## src/btft_pkg.sv

```systemverilog
package btft_pkg;

    typedef enum logic [1:0] {
        OP_INSERT = 2'd0,
        OP_REMOVE = 2'd1,
        OP_FIND   = 2'd2,
        OP_CLEAR  = 2'd3
    } op_t;

    typedef enum logic {
        ST_IDLE = 1'b0,
        ST_EXEC = 1'b1
    } state_t;

    typedef struct packed {
        logic load;
        logic exec;
    } ctrl_cmd_t;

    localparam int LIMIT_W = 7;
    localparam int POS_W   = 6;
    localparam int COUNT_W = 7;
    localparam int TAG_W   = 32;
    localparam logic [LIMIT_W-1:0] LIMIT_RESET = 7'd50;

endpackage

```

## src/btft_dp.sv

```systemverilog
module btft_dp
    import btft_pkg::*;
#(
    parameter int CAPACITY = 64
)
(
    input  logic                clk,
    input  logic                rst_n,
    input  ctrl_cmd_t           cmd,
    input  logic                cfg_we,
    input  logic [LIMIT_W-1:0]  cfg_wdata,
    input  logic [1:0]          in_operation,
    input  logic [TAG_W-1:0]    in_msg_nr,
    output logic                found,
    output logic [POS_W-1:0]    position,
    output logic                evicted,
    output logic [TAG_W-1:0]    evicted_msg_nr,
    output logic [COUNT_W-1:0]  count
);

    localparam int CW = $clog2(CAPACITY + 1);
    localparam int IW = $clog2(CAPACITY);
    localparam int LW = (CW > LIMIT_W) ? CW : LIMIT_W;

    logic [TAG_W-1:0]   tags_reg [CAPACITY];
    logic [TAG_W-1:0]   tags_next [CAPACITY];
    logic [CW-1:0]      count_reg;
    logic [CW-1:0]      count_next;
    logic [LIMIT_W-1:0] max_entries_reg;
    op_t                op_reg;
    logic [TAG_W-1:0]   tag_reg;
    logic [CAPACITY-1:0] match_reg;
    logic [CAPACITY-1:0] match_next;

    logic               found_reg;
    logic [POS_W-1:0]   position_reg;
    logic               evicted_reg;
    logic [TAG_W-1:0]   ev_tag_reg;
    logic [COUNT_W-1:0] count_out_reg;

    logic [LW-1:0]      limit_raw;
    logic [LW-1:0]      limit_eff;
    logic               evict;
    logic               hit;
    logic [IW-1:0]      hit_pos;
    logic               res_found;
    logic               res_evicted;

    always_ff @(posedge clk or negedge rst_n)
    begin
        if (!rst_n)
        begin
            count_reg       <= '0;
            max_entries_reg <= LIMIT_RESET;
        end
        else
        begin
            if (cmd.exec)
                count_reg <= count_next;
            if (cfg_we)
                max_entries_reg <= cfg_wdata;
        end
    end

    // every cell compares against the incoming tag as the beat is taken
    always_comb
    begin
        for (int i = 0; i < CAPACITY; i++)
            match_next[i] = (tags_reg[i] == in_msg_nr) && (CW'(i) < count_reg);
    end

    always_ff @(posedge clk)
    begin
        if (cmd.load)
        begin
            op_reg    <= op_t'(in_operation);
            tag_reg   <= in_msg_nr;
            match_reg <= match_next;
        end
        if (cmd.exec)
        begin
            for (int i = 0; i < CAPACITY; i++)
                tags_reg[i] <= tags_next[i];
            found_reg     <= res_found;
            position_reg  <= res_found ? POS_W'(hit_pos) : '0;
            evicted_reg   <= res_evicted;
            ev_tag_reg    <= res_evicted ? tags_reg[0] : '0;
            count_out_reg <= COUNT_W'(count_next);
        end
    end

    // effective limit clamped to 1..CAPACITY
    always_comb
    begin
        limit_raw = LW'(max_entries_reg);
        if (limit_raw == '0)
            limit_eff = LW'(1);
        else if (limit_raw > LW'(CAPACITY))
            limit_eff = LW'(CAPACITY);
        else
            limit_eff = limit_raw;
        evict = LW'(count_reg) >= limit_eff;
    end

    // newest match wins: highest set index
    always_comb
    begin
        hit     = |match_reg;
        hit_pos = '0;
        for (int i = 0; i < CAPACITY; i++)
            if (match_reg[i])
                hit_pos = IW'(i);
    end

    always_comb
    begin
        for (int i = 0; i < CAPACITY; i++)
            tags_next[i] = tags_reg[i];
        count_next  = count_reg;
        res_found   = 1'b0;
        res_evicted = 1'b0;
        unique case (op_reg)
            OP_INSERT:
            begin
                if (evict)
                begin
                    // drop the oldest, shift down, new tag lands on top
                    res_evicted = 1'b1;
                    for (int i = 0; i < CAPACITY - 1; i++)
                        tags_next[i] = tags_reg[i + 1];
                    for (int i = 0; i < CAPACITY; i++)
                        if (CW'(i) == count_reg - CW'(1))
                            tags_next[i] = tag_reg;
                end
                else if (count_reg < CW'(CAPACITY))
                begin
                    for (int i = 0; i < CAPACITY; i++)
                        if (CW'(i) == count_reg)
                            tags_next[i] = tag_reg;
                    count_next = count_reg + CW'(1);
                end
            end
            OP_REMOVE:
            begin
                res_found = hit;
                if (hit)
                begin
                    for (int i = 0; i < CAPACITY - 1; i++)
                        if (IW'(i) >= hit_pos)
                            tags_next[i] = tags_reg[i + 1];
                    count_next = count_reg - CW'(1);
                end
            end
            OP_FIND:
            begin
                res_found = hit;
            end
            OP_CLEAR:
            begin
                count_next = '0;
            end
            default:
            begin
                count_next = count_reg;
            end
        endcase
    end

    assign found          = found_reg;
    assign position       = position_reg;
    assign evicted        = evicted_reg;
    assign evicted_msg_nr = ev_tag_reg;
    assign count          = count_out_reg;

endmodule

```

## config.mk

```make
export PLATFORM = sky130hd
export DESIGN_NAME = btft_dp
export DESIGN_NICKNAME = d
export VERILOG_FILES = /design/src/btft_pkg.sv /design/src/btft_dp.sv
export SDC_FILE = /design/constraint.sdc
export NUM_CORES = 2
export LEC_CHECK = 0
export ABC_AREA = 0
export BUFFER_PORTS_ARGS = -buffer_cell sky130_fd_sc_hd__buf_2
export CAP_MARGIN = 20
export CORE_ASPECT_RATIO = 1.25
export CORE_UTILIZATION = 58
export DETAILED_ROUTE_END_ITERATION = 8
export HOLD_SLACK_MARGIN = 0.15
export PLACE_DENSITY = 0.77
export SETUP_SLACK_MARGIN = 0.02
export SLEW_MARGIN = 10
export SYNTH_ARGS = -nofsm -noshare
export SYNTH_HDL_FRONTEND = slang
export SYNTH_SLANG_ARGS = --single-unit
```

## constraint.sdc

```tcl
create_clock -name clk -period 7.9 [get_ports clk]
set_input_delay 1.58 -clock clk [delete_from_list [all_inputs] [get_ports clk]]
set_output_delay 1.58 -clock clk [all_outputs]
set_load 0.05 [all_outputs]
```

# --- Word level (Yosys, flattened, before mapping) ---
# Memories as Yosys holds them, arrays and structs flattened.
# Index checks and enable logic that the tools add are counted.
word_totals:
  output_inout_bits: 47
  latchBits: 0
  wordCells: 676
  in_bits: 46
  ram_bits: 2048
  rom_bits: 0
  mem_count: 1
  reg_bits: 159
memory_table:
  columns: ["memory", "words", "width", "read_ports", "rd_ports_with_merged_regs", "write_ports", "line", "text"]
  rows:
  - ["tags_reg", 64, 32, 64, 0, 64, "btft_dp.sv:25", "logic [TAG_W-1:0] tags_reg [CAPACITY];"]
classes:
  div: 0
  bitwise_logic: 0
  n_mul: 0
  shift: 0
  n_reduce_logical: 70
  addsub: 2
  eq_ne: 193
  muxes: 270
  n_lt_le_gt_ge: 130
op_table:
  columns: ["cell", "n"]
  rows:
  - ["2-to-1 mux 32 bit", 192]
  - ["2-to-1 mux 2048 bit", 2]
  - ["case mux 2016 bit (2 select lines)", 1]
  - ["== test 32 bit", 64]
  - ["2-to-1 mux 2016 bit", 1]
  - ["== test 6 x 7 -> 1 bit (first input constant)", 64]
  - ["2-to-1 mux 6 bit", 62]
  - ["== test 5 x 7 -> 1 bit (first input constant)", 32]
  - ["less-than comparator 6 x 7 -> 1 bit (first input constant)", 32]
  - [">= comparator 6 bit (first input constant)", 31]
  - ["== test 4 x 7 -> 1 bit (first input constant)", 16]
  - ["less-than comparator 5 x 7 -> 1 bit (first input constant)", 16]
  - [">= comparator 5 x 6 -> 1 bit (first input constant)", 16]
  - ["logical AND 1 bit", 64]
  - ["OR reduction 64 bit", 1]
  - ["== test 3 x 7 -> 1 bit (first input constant)", 8]
  - ["less-than comparator 4 x 7 -> 1 bit (first input constant)", 8]
  - [">= comparator 4 x 6 -> 1 bit (first input constant)", 8]
  - ["2-to-1 mux 7 bit", 5]
  - ["== test 2 x 7 -> 1 bit (first input constant)", 4]
  - ["less-than comparator 3 x 7 -> 1 bit (first input constant)", 4]
  - [">= comparator 3 x 6 -> 1 bit (first input constant)", 4]
  - ["zero test 7 bit", 3]
  - ["case mux 7 bit (3 select lines)", 1]
  - ["15 further kinds", 26]

# --- Depth between registers and ports, before layout ---
depth:
  word_depth: 67
  mapped_depth: 14
  mapped_depth_nobuf: 11

# --- Worst setup path after synthesis ---
# No wires, ideal clock.
synth_path:
  kind: "register -> register"
  start: "reg, netlist name match_reg[63]"
  end: "mem tags_reg[8][0] (netlist: tags_reg[0][256]) (enable)"
  required_time_ns: 7.306
  slack_ns: -0.228
  period_less_slack_ns: 8.128
  path_buffers: 1
  t_arrival_ns: 7.534
  stages_incl_launch_ff: 8
  setup_time_ns: 0.594
  path_cell_list: "edfxtp_1 -> or4_1 -> or4_1 -> buf_2 -> or3_1 -> nor3_1 -> nor2_1 -> a2111oi_0"
synth_rtl:
  columns: ["element", "line"]
  rows:
  - ["end, declared", "btft_dp.sv:25"]

==> results.tsv <==
stage	metric	value	unit
place	Cell Area, Placed	123400	µm²
finish	final core occ	64.39	%
worst_setup_path	critical path arrival	5.94	ns
global_route	grt total ovfl	0	
sta	worst-margin pin slew	1.327	ns
sta	TNS Setup	0	ns
finish	share of cells above drive strength 1	33.49	%
yosys	Mapped Nets	8560	
place	Place WS	2.760	ns
sta	Slew HR	11.55	%
sta	skew final	0.07224	ns
outcome	status	finished clean	
floorplan	die height	507.8	µm
clock_network	CTS tree	yes	
clock_network	deepest clock path buffer count	3	
clock_network	TritonCTS Buffers	218	
place	Post-DP HPWL	294800	µm
yosys	ys flop type	edfxtp_1	
sta	RSZ-0062 raised after global routing	no	
sta	final setup violation count	0	
worst_hold_path	worst min path class	flop to flop	
worst_setup_path	Crit Path Max Fanout	103	
power_and_ir_drop	LEAKAGE	42.92	nW
floorplan	Die Footprint	206500	µm²
yosys	Synth Warn #	0	
floorplan	Die W	406.6	µm
routing	drt pass-1 iters	7	
yosys	Post-Syn Area	118700	µm²
routing	Routed wire per std cell	40.71	µm
yosys	Yosys reg bits	2207	
finish	most frequent cells in the layout	edfxtp_1 (2193), mux2_2 (2004), xor2_1 (1224)	
place	port bufs	92	
job	Max Cap Violations	0	
global_route	largest net degree at the start of global routing	104	
floorplan	total core area	203200	µm²
finish	max FFs per register	2048	
worst_setup_path	worst path required time	8.45	ns
clock_network	CTS root buf	clkbuf_16	
routing	post-route ant nets	0	
clock_network	Clk Latency, worst-skew pair	0.95	ns
clock_network	clock tree sinks	2207	
finish	most common cell after layout, fill and taps aside	edfxtp_1	
finish	multi-input logic area	50780	µm²
sta	Max Fclk	0.1856	GHz
floorplan	initial core utilization	58.41	%
global_route	vias in the first global route	80896	
power_and_ir_drop	Power Density	347.2	nW/µm²
global_route	gr usage total	43.81	%
worst_setup_path	CP endpoint kind	flop	
worst_setup_path	WS Path Type	flop to flop	
yosys	post-synth top area cell	edfxtp_1	
routing	wirelength, routed	459400	µm
worst_setup_path	startpoint class of the critical path	flop	
yosys	register area share after synthesis	55.77	%
finish	storage element area	66210	µm²
sta	final hold violations	0	
routing	Via density	7.254	
clock_network	CTS resizes	0	
yosys	Synth cell types	60	
global_route	global-route wire length before repair	622800	µm
routing	via count	81852	
floorplan	cell row count	185	
finish	final net count	8432	
yosys	Avg Synthesized Cell Area	13.97	µm²
sta	Min Hold Slack	0.5405	ns
yosys	async set-reset flop share out of synthesis	0.6343	%
power_and_ir_drop	Peak VDD IR	0.5389	mV
finish	finished layout cell area	130900	µm²
global_route	initial antenna violation count	57	
yosys	Synth top area share	55.47	%
place	RD Place Congestion	1.122	
sta	period utilisation layout	68.21	%
yosys	Synth area leaders	edfxtp_1 (55%), mux2_2 (19%), xor2_1 (9.0%)	
yosys	Post-synth EDFFs	2193	
yosys	Synth Instances	8495	
routing	Iteration-0 DRC Markers	12682	
finish	Fill cells	14703	
routing	DRC violations left	0	
floorplan	num ports	93	
clock_network	CTS Hold Bufs	0	
clock_network	setup bufs post-CTS	0	
sta	Tmin final	5.388	ns
clock_network	Reg clk slew, reported paths	0.07	ns
sta	Max Transition Viols Final	0	
clock_network	H-Tree Level Count	4	
sta	fin worst setup slack	2.512	ns
finish	Area growth syn-to-layout	10.23	%
final timing paths:
kind	from	end	slack [ns]	depth (start not counted)
worst max-delay path	count_reg[0]	tags_reg[1][592]	2.51	11
worst min-delay path	limit_raw[0]	limit_raw[0]	0.54	1
worst max register to register	count_reg[0]	tags_reg[1][592]	2.51	11
worst min register to register	limit_raw[0]	limit_raw[0]	0.54	1
max in group asynchronous	rst_n	count_reg[1]	6.91	1
min in group asynchronous	rst_n	limit_raw[0]	0.61	1
Yosys cell counts, types with 5 or more instances:
| cell type | count |
|---|---|
| dfrtp_1 | 11 |
| nand3_1 | 127 |
| nand2_1 | 64 |
| nor2_1 | 93 |
| a31oi_1 | 24 |
| nor2b_1 | 15 |
| nor4_1 | 387 |
| and2_1 | 9 |
| clkbuf_1 | 427 |
| xnor2_1 | 829 |
| or4_1 | 19 |
| o2111ai_1 | 13 |
| a211o_1 | 5 |
| edfxtp_1 | 2193 |
| buf_1 | 122 |
| ha_1 | 19 |
| a221oi_1 | 8 |
| o211ai_1 | 22 |
| nand4_1 | 260 |
| inv_1 | 19 |
| a211oi_1 | 24 |
| and3_1 | 35 |
| or3_1 | 8 |
| nand2b_1 | 6 |
| o21ai_0 | 33 |
| o21bai_1 | 5 |
| buf_2 | 187 |
| mux2_1 | 20 |
| mux2_2 | 2004 |
| a2111oi_0 | 14 |
| xor2_1 | 1224 |
| a21oi_1 | 138 |
| nor3_1 | 77 |
layout make-up:
cell class | instances | area share [%]
inverters | 19 | 0.05450
well taps | 2711 | 2.592
repair buffers | 388 | 2.443
diodes | 28 | 0.05354
flip-flops and latches | 2207 | 50.59
clock inverters | 124 | 1.055
clock buffers | 274 | 4.401
multi-input cells | 5533 | 38.81
routing by layer:
metal	wire length (µm)	part of all wire (%)	track usage, %
met1	147500	32	49.38
met2	205200	45	67.37
met3	55590	12	13.14
met4	50820	11	38.85
met5	278	0.061	0.09357
report_power, final:
part	switching (mW)	internal (mW)	total (mW)
logic	9.60	7.80	17.4
registers	1.35	16.0	17.4
clock network	4.76	5.92	10.7
total	15.7	29.7	45.4
critical path: stages, from the launching register on:
cell       delay (ns)
dfrtp_1          0.74
inv_1            0.36
ha_1             0.38
nand2b_1         0.10
a31oi_1          0.15
o21ai_4          0.27
buf_12           0.67
o221a_2          0.50
o21ai_4          0.08
buf_4            0.40
a2111oi_2        0.69
buf_4            0.49
cells by family after synthesis:
kind of cell | count (synthesis) | share of synthesized area (%)
AO/OA/AOI/OAI | 324 | 1.727
adder cells (fa/ha/maj) | 19 | 0.2003
AND/OR/NAND/NOR | 1109 | 5.336
XOR/XNOR | 2053 | 15.15
flip-flops | 2207 | 55.77
multiplexers | 2028 | 19.23
buffers and inverters | 755 | 2.584
stage by stage:
stage	instances	power, mW
3_3_place_gp	10837	33.77
6_report	11284	45.44
4_1_cts	11242	44.59
2_1_floorplan	8495	29.15
3_5_place_dp	10844	34.05
5_1_grt	11258	46.16
(Power assumes the default switching activity.)
